<file path="config.mk">
export PLATFORM = sky130hd
export DESIGN_NAME = serial_frame_receiver
export DESIGN_NICKNAME = d
export VERILOG_FILES = /design/src/rtl/sfr_pkg.sv /design/src/rtl/serial_frame_receiver.sv /design/src/rtl/sfr_in_stage.sv /design/src/rtl/sfr_parser.sv /design/src/rtl/sfr_out_stage.sv
export SDC_FILE = /design/constraint.sdc
export NUM_CORES = 1
export LEC_CHECK = 0
export BUFFER_PORTS_ARGS = -buffer_cell sky130_fd_sc_hd__buf_4
export CORE_ASPECT_RATIO = 1.1
export CORE_MARGIN = 2
export CORE_UTILIZATION = 59
export DETAILED_ROUTE_END_ITERATION = 6
export GPL_TIMING_DRIVEN = 1
export PLACE_DENSITY = 0.88
export SYNTH_ARGS = -nofsm -noshare
export SYNTH_HDL_FRONTEND = slang
export SYNTH_SLANG_ARGS = --single-unit
</file>
<file path="constraint.sdc">
create_clock -name aclk -period 8.9 [get_ports aclk]
set_input_delay 1.78 -clock aclk [delete_from_list [all_inputs] [get_ports aclk]]
set_output_delay 1.78 -clock aclk [all_outputs]
set_load 0.01 [all_outputs]
</file>
<file path="src/rtl/sfr_pkg.sv">
// sfr_pkg: shared types and constants for the serial frame receiver
// holds the parser phase encoding, event codes and the result record
// no dependencies
`timescale 1ns / 1ps

package sfr_pkg;

    localparam logic [7:0] SYNC_BYTE    = 8'hFF;
    localparam logic [7:0] VERSION_BYTE = 8'hFE;

    // event codes carried on the result channel
    localparam logic [2:0] EV_DATA    = 3'd0;
    localparam logic [2:0] EV_GOOD    = 3'd1;
    localparam logic [2:0] EV_BADSUM  = 3'd2;
    localparam logic [2:0] EV_BADHDR  = 3'd3;
    localparam logic [2:0] EV_TOOLONG = 3'd4;

    // parser phases, one-hot
    typedef enum logic [8:0] {
        PH_HUNT     = 9'b000000001,
        PH_VERSION  = 9'b000000010,
        PH_LEN_LO   = 9'b000000100,
        PH_LEN_HI   = 9'b000001000,
        PH_LEN_CS   = 9'b000010000,
        PH_TOPIC_LO = 9'b000100000,
        PH_TOPIC_HI = 9'b001000000,
        PH_PAYLOAD  = 9'b010000000,
        PH_CHECKSUM = 9'b100000000
    } phase_t;

    // one result transaction
    typedef struct packed {
        logic [2:0]  event_res;
        logic [7:0]  data_byte;
        logic [15:0] topic;
        logic [15:0] frame_len;
        logic [15:0] byte_index;
        logic        last;
    } result_t;

endpackage

</file>
<file path="src/rtl/serial_frame_receiver.sv">
// serial_frame_receiver: top level of the byte-serial frame deframer
// depends on sfr_pkg, sfr_in_stage, sfr_parser and sfr_out_stage
`timescale 1ns / 1ps

// usage
// - slave channel: one received serial byte per transaction on s_tdata
// - master channel: one result per payload byte and one status result per
//   frame (good, checksum error, bad header, too long); m_tuser carries the
//   event code, m_tlast marks the status result that closes a frame
// - hunt bytes other than sync and bytes of a passing header make no transaction
// - cfg_wr_en / cfg_wr_data write the payload length limit; write only while
//   the block is idle, the new limit applies at the next length check
// - path: a byte accepted into the input register is stepped by the parser
//   into the result register
// - throughput: one byte per cycle while no result waits on m_tready; the parser
//   step between the input register and the result register is combinational
// - reset (aresetn low, synchronous): parser hunts for sync, both registers
//   empty, length limit back to 65535
// - stall: while a result waits on m_tready the parser holds; the input
//   register still takes a byte if it is empty, then s_tready drops
module serial_frame_receiver
    import sfr_pkg::*;
(
    input  logic        aclk,
    input  logic        aresetn,
    // configuration write
    input  logic        cfg_wr_en,
    input  logic [15:0] cfg_wr_data,
    // received byte stream
    input  logic        s_tvalid,
    output logic        s_tready,
    input  logic [7:0]  s_tdata,     // [7:0] rx_byte
    // result stream
    output logic        m_tvalid,
    input  logic        m_tready,
    output logic [55:0] m_tdata,     // [7:0] data_byte, [23:8] topic,
                                     // [39:24] frame_len, [55:40] byte_index
    output logic [2:0]  m_tuser,     // [2:0] event_res
    output logic        m_tlast      // last
);

    logic       in_valid;
    logic [7:0] in_byte;
    logic       consume;
    logic       out_free;
    logic       res_valid;
    result_t    res;
    result_t    m_res;

    // input register, frees as soon as the parser takes the byte
    sfr_in_stage u_in (
        .aclk     (aclk),
        .aresetn  (aresetn),
        .s_tvalid (s_tvalid),
        .s_tready (s_tready),
        .s_tdata  (s_tdata),
        .consume  (consume),
        .in_valid (in_valid),
        .in_byte  (in_byte)
    );

    // parser only steps when the result register can take its output
    sfr_parser u_parser (
        .aclk        (aclk),
        .aresetn     (aresetn),
        .cfg_wr_en   (cfg_wr_en),
        .cfg_wr_data (cfg_wr_data),
        .in_valid    (in_valid),
        .in_byte     (in_byte),
        .out_free    (out_free),
        .consume     (consume),
        .res_valid   (res_valid),
        .res         (res)
    );

    // result register, loaded only for bytes that produce a transaction
    sfr_out_stage u_out (
        .aclk     (aclk),
        .aresetn  (aresetn),
        .load     (consume && res_valid),
        .res      (res),
        .m_tready (m_tready),
        .out_free (out_free),
        .m_valid  (m_tvalid),
        .m_res    (m_res)
    );

    // pack the result record onto the stream ports
    assign m_tdata = {m_res.byte_index, m_res.frame_len, m_res.topic, m_res.data_byte};
    assign m_tuser = m_res.event_res;
    assign m_tlast = m_res.last;

endmodule

</file>
<file path="src/rtl/sfr_in_stage.sv">
// sfr_in_stage: input register for received bytes
// depends on nothing outside this file
`timescale 1ns / 1ps

module sfr_in_stage (
    input  logic       aclk,
    input  logic       aresetn,
    input  logic       s_tvalid,
    output logic       s_tready,
    input  logic [7:0] s_tdata,
    input  logic       consume,
    output logic       in_valid,
    output logic [7:0] in_byte
);

    logic       valid_reg;
    logic       valid_next;
    logic [7:0] byte_reg;
    logic       load;

    assign s_tready   = !valid_reg || consume;
    assign load       = s_tvalid && s_tready;
    assign valid_next = load ? 1'b1 : (consume ? 1'b0 : valid_reg);

    always_ff @(posedge aclk) begin
        if (!aresetn) begin
            valid_reg <= 1'b0;
        end else begin
            valid_reg <= valid_next;
        end
    end

    always_ff @(posedge aclk) begin
        if (load) begin
            byte_reg <= s_tdata;
        end
    end

    assign in_valid = valid_reg;
    assign in_byte  = byte_reg;

endmodule

</file>
<file path="src/rtl/sfr_parser.sv">
// sfr_parser: frame state machine, header capture, checksums and length check
// uses sfr_pkg for phase encoding, event codes and the result record
`timescale 1ns / 1ps

module sfr_parser
    import sfr_pkg::*;
(
    input  logic        aclk,
    input  logic        aresetn,
    input  logic        cfg_wr_en,
    input  logic [15:0] cfg_wr_data,
    input  logic        in_valid,
    input  logic [7:0]  in_byte,
    input  logic        out_free,
    output logic        consume,
    output logic        res_valid,
    output result_t     res
);

    phase_t      phase_reg,   phase_next;
    logic        fault_reg,   fault_next;
    logic [15:0] len_reg,     len_next;
    logic [7:0]  lcheck_reg,  lcheck_next;
    logic [15:0] topic_reg,   topic_next;
    logic [15:0] count_reg,   count_next;
    logic [7:0]  sum_reg,     sum_next;
    logic [15:0] max_len_reg;

    assign consume = in_valid && out_free;

    always_comb begin
        phase_next  = phase_reg;
        fault_next  = fault_reg;
        len_next    = len_reg;
        lcheck_next = lcheck_reg;
        topic_next  = topic_reg;
        count_next  = count_reg;
        sum_next    = sum_reg;
        res_valid   = 1'b0;
        res         = '0;
        unique case (phase_reg)
            PH_VERSION: begin
                fault_next = (in_byte != VERSION_BYTE);
                phase_next = PH_LEN_LO;
            end
            PH_LEN_LO: begin
                len_next    = {8'h00, in_byte};
                lcheck_next = in_byte;
                phase_next  = PH_LEN_HI;
            end
            PH_LEN_HI: begin
                len_next    = {in_byte, len_reg[7:0]};
                lcheck_next = lcheck_reg + in_byte;
                phase_next  = PH_LEN_CS;
            end
            PH_LEN_CS: begin
                if (~lcheck_reg != in_byte) begin
                    fault_next = 1'b1;
                end
                phase_next = PH_TOPIC_LO;
            end
            PH_TOPIC_LO: begin
                topic_next = {8'h00, in_byte};
                sum_next   = in_byte;
                phase_next = PH_TOPIC_HI;
            end
            PH_TOPIC_HI: begin
                topic_next = {in_byte, topic_reg[7:0]};
                sum_next   = sum_reg + in_byte;
                count_next = '0;
                res.topic     = {in_byte, topic_reg[7:0]};
                res.frame_len = len_reg;
                res.last      = 1'b1;
                // header fault takes priority over the length limit
                if (fault_reg) begin
                    phase_next    = PH_HUNT;
                    res_valid     = 1'b1;
                    res.event_res = EV_BADHDR;
                end else if (len_reg > max_len_reg) begin
                    phase_next    = PH_HUNT;
                    res_valid     = 1'b1;
                    res.event_res = EV_TOOLONG;
                end else begin
                    phase_next = (len_reg == '0) ? PH_CHECKSUM : PH_PAYLOAD;
                end
            end
            PH_PAYLOAD: begin
                sum_next       = sum_reg + in_byte;
                count_next     = count_reg + 16'd1;
                res_valid      = 1'b1;
                res.event_res  = EV_DATA;
                res.data_byte  = in_byte;
                res.topic      = topic_reg;
                res.frame_len  = len_reg;
                res.byte_index = count_reg;
                if (count_next >= len_reg) begin
                    phase_next = PH_CHECKSUM;
                end
            end
            PH_CHECKSUM: begin
                phase_next    = PH_HUNT;
                res_valid     = 1'b1;
                res.event_res = (~sum_reg == in_byte) ? EV_GOOD : EV_BADSUM;
                res.topic     = topic_reg;
                res.frame_len = len_reg;
                res.last      = 1'b1;
            end
            default: begin
                // hunting, and any unreachable code
                phase_next = (in_byte == SYNC_BYTE) ? PH_VERSION : PH_HUNT;
            end
        endcase
    end

    always_ff @(posedge aclk) begin
        if (!aresetn) begin
            phase_reg   <= PH_HUNT;
            fault_reg   <= 1'b0;
            len_reg     <= '0;
            lcheck_reg  <= '0;
            topic_reg   <= '0;
            count_reg   <= '0;
            sum_reg     <= '0;
        end else if (consume) begin
            phase_reg   <= phase_next;
            fault_reg   <= fault_next;
            len_reg     <= len_next;
            lcheck_reg  <= lcheck_next;
            topic_reg   <= topic_next;
            count_reg   <= count_next;
            sum_reg     <= sum_next;
        end
    end

    always_ff @(posedge aclk) begin
        if (!aresetn) begin
            max_len_reg <= 16'hFFFF;
        end else if (cfg_wr_en) begin
            max_len_reg <= cfg_wr_data;
        end
    end

    // a payload byte always produces a result
    a_payload_emits: assert property (@(posedge aclk) disable iff (!aresetn)
        consume && (phase_reg == PH_PAYLOAD) |-> res_valid)
        else $error("payload byte consumed without a result");

    // a frame-closing result sends the parser back to hunting
    a_last_rehunt: assert property (@(posedge aclk) disable iff (!aresetn)
        consume && res_valid && res.last |=> (phase_reg == PH_HUNT))
        else $error("parser not hunting after frame close");

    // payload results stay inside the announced length and never close a frame
    a_data_index: assert property (@(posedge aclk) disable iff (!aresetn)
        res_valid && (res.event_res == EV_DATA) |->
            !res.last && (res.byte_index < res.frame_len))
        else $error("payload result out of range");

endmodule

</file>
<file path="src/rtl/sfr_out_stage.sv">
// sfr_out_stage: result register in front of the master channel
// uses sfr_pkg for the result record
`timescale 1ns / 1ps

module sfr_out_stage
    import sfr_pkg::*;
(
    input  logic    aclk,
    input  logic    aresetn,
    input  logic    load,
    input  result_t res,
    input  logic    m_tready,
    output logic    out_free,
    output logic    m_valid,
    output result_t m_res
);

    logic    valid_reg;
    logic    valid_next;
    result_t res_reg;

    assign out_free   = !valid_reg || m_tready;
    assign valid_next = load ? 1'b1 : (m_tready ? 1'b0 : valid_reg);

    always_ff @(posedge aclk) begin
        if (!aresetn) begin
            valid_reg <= 1'b0;
        end else begin
            valid_reg <= valid_next;
        end
    end

    always_ff @(posedge aclk) begin
        if (load) begin
            res_reg <= res;
        end
    end

    assign m_valid = valid_reg;
    assign m_res   = res_reg;

endmodule

</file>
After elaboration in Yosys (flattened, before gate mapping)
Index checks and enable logic that the tools add are counted.

Add/sub/neg operators: 3. Magnitude comparators: 2. Equality and inequality tests: 14. Mux-type cells: 26. Bitwise operators: 4. Reductions and logical operators: 26.

Operator list (count): one-hot mux 16 bit (2 select lines) (3); one-hot mux 9 bit (8 select lines) (1); one-hot mux 32 bit (2 select lines) (1); 2-to-1 mux 9 bit (4); one-hot mux 8 bit (2 select lines) (2); adder 16 x 1 -> 16 bit (second input constant) (1); adder 8 bit (2); greater-or-equal comparator 16 bit (1); greater-than comparator 16 bit (1); logical NOT 16 bit (1); NOT 8 bit (2); nonzero test 2 bit (7); AND reduction 2 bit (5); equality test 9 x 2 -> 1 bit (second input constant) (1); equality test 9 x 3 -> 1 bit (second input constant) (1); equality test 9 x 4 -> 1 bit (second input constant) (1); equality test 9 x 5 -> 1 bit (second input constant) (1); equality test 9 x 6 -> 1 bit (second input constant) (1); equality test 9 x 7 -> 1 bit (second input constant) (1); equality test 9 x 8 -> 1 bit (second input constant) (1); equality test 9 bit (second input constant) (1); AND reduction 3 bit (3); equality test 8 bit (1); equality test 8 bit (second input constant) (1); other kinds (13) (31).

Flip-flop bits (word level): 160. Input bits: 29. Output and inout bits: 62. Logic and storage cells: 94.

Depth between registers and ports, before layout
Gate-level depths: netlist (run 1).

Word-level depth: 6. Depth in mapped cells: 13. Gate-level depth less buffers: 12.

By module
Synthesis (run 1) repeated with hierarchy kept, for this count alone.

Cell total of the unflattened synthesis: 839. Area, all modules: 8120.3 µm².

Modules (own cells, without submodules): sfr_parser (instances 1, cells an instance 761, area each 5965.7 µm², sequential area each 1801.7 µm²); sfr_out_stage (instances 1, cells an instance 64, area each 1850.5 µm², sequential area each 1821.7 µm²); sfr_in_stage (instances 1, cells an instance 13, area each 297.8 µm², sequential area each 260.2 µm²); serial_frame_receiver (instances 1, cells an instance 1, area each 6.3 µm², sequential area each 0.0 µm²).

Least setup slack after synthesis (run 1)
OpenSTA, ideal clock, no wires.

Path kind: input-to-reg. From: input port m_tready. To: register u_out.res_reg (netlist bit u_out.m_res[0]) (enable). Library setup time: 0.561 ns. Arrival: 6.420 ns. Required time: 8.339 ns. Slack: 1.919 ns. Stages on the path: 4. Buffers on the path: 1. Cells stage by stage: nand2b_1 > nand2_1 > clkbuf_1 > o21ai_0.

Longest elaborated chain between the ends: 3.

RTL lines: from (decl) (line serial_frame_receiver.sv:35) `input logic m_tready,`; logical OR 1 bit (line sfr_out_stage.sv:22) `assign out_free = !valid_reg || m_tready;`; logical AND 1 bit (line sfr_parser.sv:29) `assign consume = in_valid && out_free;`; logical AND 1 bit (line serial_frame_receiver.sv:80) `.load (consume && res_valid),`; net u_out.load (line sfr_out_stage.sv:10) `input logic load,`; to (signal assigned) (line sfr_out_stage.sv:35) `res_reg <= res;`; to (decl) (line sfr_out_stage.sv:20) `result_t res_reg;`.

The timed path passes the listed nets, and every way through them passes these cells. A chain may end at the register's enable or synchronous reset.

Final worst setup path (run 1)
From: input port m_tready. To: output port s_tready.

Longest elaborated chain between the ends: 3.

RTL lines: logical OR 1 bit (line sfr_out_stage.sv:22); logical AND 1 bit (line sfr_parser.sv:29); logical OR 1 bit (line sfr_in_stage.sv:21) `assign s_tready = !valid_reg || consume;`; to (decl) (line serial_frame_receiver.sv:31) `output logic s_tready,`.

No other way between the ends.

==> results_tabular.tex, run 1 <==
\begin{tabular}{lr}
\hline
Metric & Value \\
\hline
\multicolumn{2}{l}{\textbf{Route}} \\
Drt first-iter violations & 663 \\
DR vias & 6380 \\
Routed WL per cell & 16.94 µm \\
Remaining routing DRC violations & 0 \\
Detailed-router iteration count before antenna repair & 5 \\
Via density & 5.902 \\
Total Routed Length & 18.31 mm \\
Remaining antenna violation count after routing & 0 \\
\multicolumn{2}{l}{\textbf{Cells and area}} \\
Antenna fix cells & 0 \\
Max FFs per register & 60 \\
Fraction of final layout cells with drive strength greater than 1 & 16.28\% \\
Total area of multi-input combinational cells & 3810 µm² \\
Fin nets & 962 \\
Sequential cell area in the final layout & 3884 µm² \\
Area growth from synthesis to layout & 16.14\% \\
Core Util, Final & 70.74\% \\
Count of fill cells added during filler insertion & 951 \\
\multicolumn{2}{l}{\textbf{GRT}} \\
Pin count of the biggest net entering global routing & 65 \\
Number of antenna violations at the first check in global routing & 0 \\
All-layer global routing usage & 25.81\% \\
Overall overflow remaining after global route & 0 \\
Global-route wire length before repair & 29.70 mm \\
Vias in the first global route & 6012 \\
\multicolumn{2}{l}{\textbf{Die}} \\
Die width & 115.8 µm \\
Core Area & 13320 µm² \\
IO Count & 91 \\
Die Footprint & 14710 µm² \\
Number of rows in the core area & 44 \\
Die H & 127.0 µm \\
Effective utilization at floorplan & 60.90\% \\
\multicolumn{2}{l}{\textbf{Yosys}} \\
Number of distinct library cells after synthesis & 68 \\
Post-synthesis sequential element count & 160 \\
Mapped Nets & 896 \\
Synthesized netlist cell count & 818 \\
Synth Flop Type & sky130\_fd\_sc\_hd\_\_dfxtp\_1 \\
Average cell area after synthesis & 9.919 µm² \\
Fraction of the yosys area taken by sequential cells & 47.86\% \\
Number of synthesized flops with an enable pin & 68 \\
Synthesis Warnings & 0 \\
Share of flip-flops with an asynchronous set or reset & 0\% \\
Netlist area before placement & 8114 µm² \\
\multicolumn{2}{l}{\textbf{Worst hold path}} \\
Hold Path Class & reg -> reg \\
\multicolumn{2}{l}{\textbf{STA}} \\
Slew Viols, Final & 0 \\
Measured slew at the worst slew-check pin & 1.177 ns \\
Setup repair after global routing missed its margin & no \\
Worst path setup slack after routing & 4.805 ns \\
Worst hold slack after final layout & 0.4813 ns \\
Final Hold Viols & 0 \\
Worst slew margin relative to its limit & 21.55\% \\
Time the final worst path needs with I/O delays and setup & 4.095 ns \\
Number of endpoints failing setup at the final stage & 0 \\
Largest clock skew in the final design & 0.01035 ns \\
FMAX & 244.2 MHz \\
Share of the clock period used by the worst path & 46.01\% \\
Total Neg Setup Slack & 0 ns \\
\multicolumn{2}{l}{\textbf{Pwr}} \\
Power Density & 169.4 nW/µm² \\
Part of the total power dissipated in combinational logic & 4.3\% \\
Total net switching power & 0.3768 mW \\
Worst-case vdd ir drop & 99.32 µV \\
Sequential cell fraction of total power & 49.3\% \\
Switch share & 23.60\% \\
Standby leakage power & 3.762 nW \\
Total internal power & 1.220 mW \\
Clock share of power & 46.4\% \\
\multicolumn{2}{l}{\textbf{Worst setup path}} \\
Worst setup path category & in -> out \\
Worst setup SP type & input port \\
Crit Path Max Fanout & 2 \\
Kind of end point of the critical path & primary output \\
Required time of the critical path & 7.12 ns \\
Data arrival time of the critical path & 2.31 ns \\
\multicolumn{2}{l}{\textbf{Placement}} \\
DP Wirelength & 12.15 mm \\
Setup WS pre-CTS & 4.477 ns \\
Final GP Congestion & 0.9181 \\
Count of input and output buffers & 90 \\
\multicolumn{2}{l}{\textbf{Job}} \\
Number of violations of the max-capacitance limit & 0 \\
\multicolumn{2}{l}{\textbf{Clocking}} \\
Later-pin clock latency in the skew report & 0.43 ns \\
Count of clock tree sinks & 160 \\
Count of hold-fix buffers inserted at cts & 0 \\
Master cell of the clock root buffer & sky130\_fd\_sc\_hd\_\_clkbuf\_16 \\
TritonCTS clock tree & yes \\
Depth of the CTS H-tree & 4 \\
Worst-case clock buffer depth & 2 \\
Count of cells resized by post-cts repair & 0 \\
Number of clock buffers inserted by TritonCTS & 17 \\
Post CTS Setup Buffer Count & 0 \\
Clock-pin slew reported for the worst setup and hold paths after clock tree synthesis & 0.06 ns \\
\multicolumn{2}{l}{\textbf{Status}} \\
Run status & complete, no violations \\
\hline
\end{tabular}
metal layers:
metal	wire (µm)	share of wire, %	track usage [%]	up-vias
met4	502	2.7	10.29	0
li1	-	-	-	3060
met1	7499	41	33.82	3014
met5	0	0	0	-
met2	9029	49	41.28	258
met3	1276	7.0	6.214	48
path summary, 6_finish.rpt:
path | startpoint | slack [ns] | cells past startpoint | end
setup / recovery | m_tready | 4.81 | 4 | s_tready
hold / removal | u_parser.topic_reg[5]$_SDFFE_PN0P_ | 0.48 | 2 | u_parser.topic_reg[5]$_SDFFE_PN0P_
setup reg to reg | u_parser.count_reg[0]$_SDFFE_PN0P_ | 4.96 | 12 | u_parser.phase_reg[7]$_SDFFE_PN0P_
hold reg to reg | u_parser.topic_reg[5]$_SDFFE_PN0P_ | 0.48 | 2 | u_parser.topic_reg[5]$_SDFFE_PN0P_
cells in the final DEF, fill, tap and decap left out, types with 7 or more instances in the layout:
cell	count
sky130_fd_sc_hd__a22oi_1	25
sky130_fd_sc_hd__o211ai_1	21
sky130_fd_sc_hd__and2_1	49
sky130_fd_sc_hd__xor2_1	8
sky130_fd_sc_hd__nor2_1	85
sky130_fd_sc_hd__a21oi_1	36
sky130_fd_sc_hd__nor4_1	10
sky130_fd_sc_hd__nor3_1	21
sky130_fd_sc_hd__xnor2_1	20
sky130_fd_sc_hd__a21o_1	7
sky130_fd_sc_hd__and3_1	7
sky130_fd_sc_hd__dfxtp_1	92
sky130_fd_sc_hd__o21a_1	7
sky130_fd_sc_hd__edfxtp_1	68
sky130_fd_sc_hd__nand4_1	11
sky130_fd_sc_hd__buf_4	94
sky130_fd_sc_hd__inv_6	7
sky130_fd_sc_hd__mux2i_1	27
sky130_fd_sc_hd__nand3_1	16
sky130_fd_sc_hd__a22o_1	8
sky130_fd_sc_hd__nand2_1	52
sky130_fd_sc_hd__o21ai_0	22
sky130_fd_sc_hd__ha_1	47
sky130_fd_sc_hd__clkbuf_16	17
sky130_fd_sc_hd__inv_1	52
kinds of logic after synthesis:
| logic type | synth area share [%] |
|---|---|
| buffers and inverters | 5.320 |
| adders and majority gates | 7.741 |
| DFF | 47.86 |
| xor gates and xnor gates | 3.022 |
| AOI/OAI and AO/OA | 13.69 |
| muxes | 3.331 |
| and+or+nand+nor | 19.03 |
final cells by class:
| class | instances | area share, % |
|---|---|---|
| Sequential cell | 160 | 41.21 |
| Inverter | 53 | 2.111 |
| Tap cell | 184 | 2.443 |
| Clock inverter | 15 | 1.806 |
| Multi-Input combinational cell | 558 | 40.43 |
| Clock buffer | 17 | 4.514 |
| Timing Repair Buffer | 94 | 7.488 |
worst max-delay path, cell delays in order:
cell                      delay (ns)
sky130_fd_sc_hd__buf_4          0.11
sky130_fd_sc_hd__nor2b_1        0.19
sky130_fd_sc_hd__nand2_1        0.09
sky130_fd_sc_hd__buf_4          0.14
synth_stat cells (all sizes together), types with 22 or more instances:
cell,number,area [µm²]
dfxtp,92,1842
edfxtp,68,2042
mux2i,27,270.3
and2,50,312.8
a21oi,36,180.2
nand2,54,207.7
clkbuf,25,95.09
a22oi,27,212.7
ha,47,588.1
inv,53,198.9
nor2,85,319.1
o21ai,24,120.1
buf,22,137.6
power by group through the flow:
stage / registers (mW) / clock network, mW / logic (mW)
floorplan: 0.790 / 0 / 0.0532
global placement: 0.802 / 0 / 0.0660
detailed placement: 0.803 / 0 / 0.0679
CTS: 0.786 / 0.746 / 0.0687
global route: 0.788 / 0.777 / 0.0767
finish: 0.787 / 0.741 / 0.0688
stage by stage:
stage	power, mW	instance area, µm²	instances
6_report	1.597	9424	1081
5_1_grt	1.642	9424	1081
4_1_cts	1.601	9424	1081
3_5_place_dp	0.8706	8828	1049
3_3_place_gp	0.8685	8828	1049
2_1_floorplan	0.8437	8114	818
Power figures use the tool's default switching activity.
==> inputs of run 2 (changes only) <==
Clock period 8.9 ns to 4.28 ns, I/O delays scaled along.
==> run 2 against run 1 <==
Critical path depth grew 8. Clock-buffer cell count is the same. Clock skew shrank 0.0028 ns. Critical path type is now reg -> reg. Critical endpoint is now u_parser.phase_reg[7]$_SDFFE_PN0P_.
==> results_tabular.tex, run 2 (same netlist as run 1, synthesis figures left out) <==
\begin{tabular}{lr}
\hline
Metric & Value \\
\hline
\multicolumn{2}{l}{\textbf{Status}} \\
Run status & complete, no violations \\
\multicolumn{2}{l}{\textbf{Cells and area}} \\
Max FFs per register & 60 \\
Count of fill cells added during filler insertion & 970 \\
Commonest non-fill, non-tap cells in the layout & 97 x sky130\_fd\_sc\_hd\_\_buf\_4, 92 x sky130\_fd\_sc\_hd\_\_dfxtp\_1, 85 x sky130\_fd\_sc\_hd\_\_nor2\_1 \\
Fin nets & 966 \\
Most common cell after layout, fill and taps aside & sky130\_fd\_sc\_hd\_\_buf\_4 \\
Antenna fix cells & 0 \\
Area growth from synthesis to layout & 16.42\% \\
Fraction of final layout cells with drive strength greater than 1 & 16.76\% \\
Final Non-Filler Cells & 1085 \\
\multicolumn{2}{l}{\textbf{Clocking}} \\
Count of hold-fix buffers inserted at cts & 0 \\
Worst-case clock buffer depth & 2 \\
Number of clock buffers inserted by TritonCTS & 17 \\
TritonCTS clock tree & yes \\
Count of cells resized by post-cts repair & 0 \\
Later-pin clock latency in the skew report & 0.43 ns \\
Post CTS Setup Buffer Count & 0 \\
Depth of the CTS H-tree & 4 \\
Count of clock tree sinks & 160 \\
Clock-pin slew reported for the worst setup and hold paths after clock tree synthesis & 0.07 ns \\
Master cell of the clock root buffer & sky130\_fd\_sc\_hd\_\_clkbuf\_16 \\
\multicolumn{2}{l}{\textbf{STA}} \\
Worst path setup slack after routing & 0.5787 ns \\
Number of endpoints failing setup at the final stage & 0 \\
FMAX & 270.2 MHz \\
Time the final worst path needs with I/O delays and setup & 3.701 ns \\
Worst hold slack after final layout & 0.4879 ns \\
Total Neg Setup Slack & 0 ns \\
Slew Viols, Final & 0 \\
Final Hold Viols & 0 \\
Worst slew margin relative to its limit & 38.69\% \\
Measured slew at the worst slew-check pin & 0.9197 ns \\
Largest clock skew in the final design & 0.007505 ns \\
Setup repair after global routing missed its margin & no \\
Share of the clock period used by the worst path & 86.48\% \\
\multicolumn{2}{l}{\textbf{Worst setup path}} \\
Ordered list of cells on the worst path & ha\_1 > nand2\_1 > nor3\_1 > nand3\_1 > xnor2\_1 > ha\_1 > nand2\_1 > o21ai\_0 > nor4\_1 > o2bb2ai\_1 > or4b\_1 > o21ai\_1 \\
Longest individual stage delay on the worst path & 0.75 ns \\
Kind of end point of the critical path & register \\
Highest-delay cell along the critical path & sky130\_fd\_sc\_hd\_\_o2bb2ai\_1 \\
Required time of the critical path & 4.65 ns \\
Data arrival time of the critical path & 4.07 ns \\
Worst setup SP type & register \\
Crit Path Max Fanout & 11 \\
Worst setup path category & reg -> reg \\
\multicolumn{2}{l}{\textbf{Job}} \\
Number of violations of the max-capacitance limit & 0 \\
\multicolumn{2}{l}{\textbf{GRT}} \\
All-layer global routing usage & 26.09\% \\
Number of antenna violations at the first check in global routing & 0 \\
Global-route wire length before repair & 30.13 mm \\
Overall overflow remaining after global route & 0 \\
Vias in the first global route & 6120 \\
Pin count of the biggest net entering global routing & 51 \\
\multicolumn{2}{l}{\textbf{Worst hold path}} \\
Hold Path Class & reg -> reg \\
\multicolumn{2}{l}{\textbf{Placement}} \\
Final GP Congestion & 0.9316 \\
Post-Place Cells & 1053 \\
Setup WS pre-CTS & 0.6289 ns \\
Count of input and output buffers & 90 \\
DP Wirelength & 12.60 mm \\
\multicolumn{2}{l}{\textbf{Die}} \\
Number of rows in the core area & 44 \\
Core Area & 13320 µm² \\
Die Footprint & 14710 µm² \\
Die width & 115.8 µm \\
Effective utilization at floorplan & 60.90\% \\
Die H & 127.0 µm \\
IO Count & 91 \\
\multicolumn{2}{l}{\textbf{Route}} \\
Via density & 5.911 \\
DR vias & 6413 \\
Routed WL per cell & 16.81 µm \\
Remaining routing DRC violations & 0 \\
Total Routed Length & 18.24 mm \\
Detailed-router iteration count before antenna repair & 5 \\
Drt first-iter violations & 769 \\
Remaining antenna violation count after routing & 0 \\
\multicolumn{2}{l}{\textbf{Pwr}} \\
Power Density & 344.2 nW/µm² \\
Worst-case vdd ir drop & 209.6 µV \\
Standby leakage power & 3.778 nW \\
\hline
\end{tabular}
run 2: cell types whose count changed in the layout (fill, tap and decap cells not counted):
cell and change:
sky130_fd_sc_hd__buf_4 +3, sky130_fd_sc_hd__clkinv_4 +2, sky130_fd_sc_hd__buf_12 +1, sky130_fd_sc_hd__bufinv_16 -1
sky130_fd_sc_hd__clkinv_1 -1, sky130_fd_sc_hd__clkinv_2 +1, sky130_fd_sc_hd__inv_6 -1
run 2: cell type report:
type                            instances  area [µm²]  area share (%)
Sequential cell                       160        3884           41.11
Multi-Input combinational cell        558        3810           40.33
Timing Repair Buffer                   98       748.2           7.921
Clock buffer                           17       425.4           4.503
Tap cell                              184       230.2           2.437
Inverter                               53       198.9           2.106
Clock inverter                         15       150.1           1.589
run 2: final timing paths:
kind                                                       startpoint                               endpoint  slack, ns  depth (start not counted)
worst min register to register  u_parser.max_len_reg[11]$_SDFFE_PN1P_  u_parser.max_len_reg[11]$_SDFFE_PN1P_       0.49                          2
worst min-delay path            u_parser.max_len_reg[11]$_SDFFE_PN1P_  u_parser.max_len_reg[11]$_SDFFE_PN1P_       0.49                          2
worst max register to register     u_parser.count_reg[0]$_SDFFE_PN0P_     u_parser.phase_reg[7]$_SDFFE_PN0P_       0.58                         12
worst max-delay path               u_parser.count_reg[0]$_SDFFE_PN0P_     u_parser.phase_reg[7]$_SDFFE_PN0P_       0.58                         12
run 2: worst max-delay path, delay by kind of cell (launching register included):
kind | cells | cell delay, ns
AOI/OAI and AO/OA | 3 | 1.01
DFF | 1 | 0.47
and+or+nand+nor | 6 | 1.40
adders and majority gates | 2 | 0.57
xor gates and xnor gates | 1 | 0.19
run 2: metal layers:
metal  wire (µm)  share of wire, %  GRT usage, %
met5           0                 0             0
met3        1370               7.5         4.981
met2        8930                49         42.69
met4         451               2.5         10.01
met1        7488                41         34.34
run 2: per-stage QoR:
| stage | utilization [%] | total power, mW | instance area [µm²] |
|---|---|---|---|
| finish | 70.91 | 3.252 | 9447 |
| global route | 70.91 | 3.340 | 9447 |
| CTS | 70.91 | 3.259 | 9447 |
| detailed placement | 66.59 | 1.811 | 8871 |
| global placement | 66.59 | 1.807 | 8871 |
| floorplan | - | 1.754 | 8118 |
run 2: where the power goes:
| part | internal [mW] | total (mW) | switching [mW] |
|---|---|---|---|
| sequential | 1.60 | 1.64 | 0.0360 |
| combinational | 0.0596 | 0.144 | 0.0849 |
| clock | 0.818 | 1.47 | 0.652 |
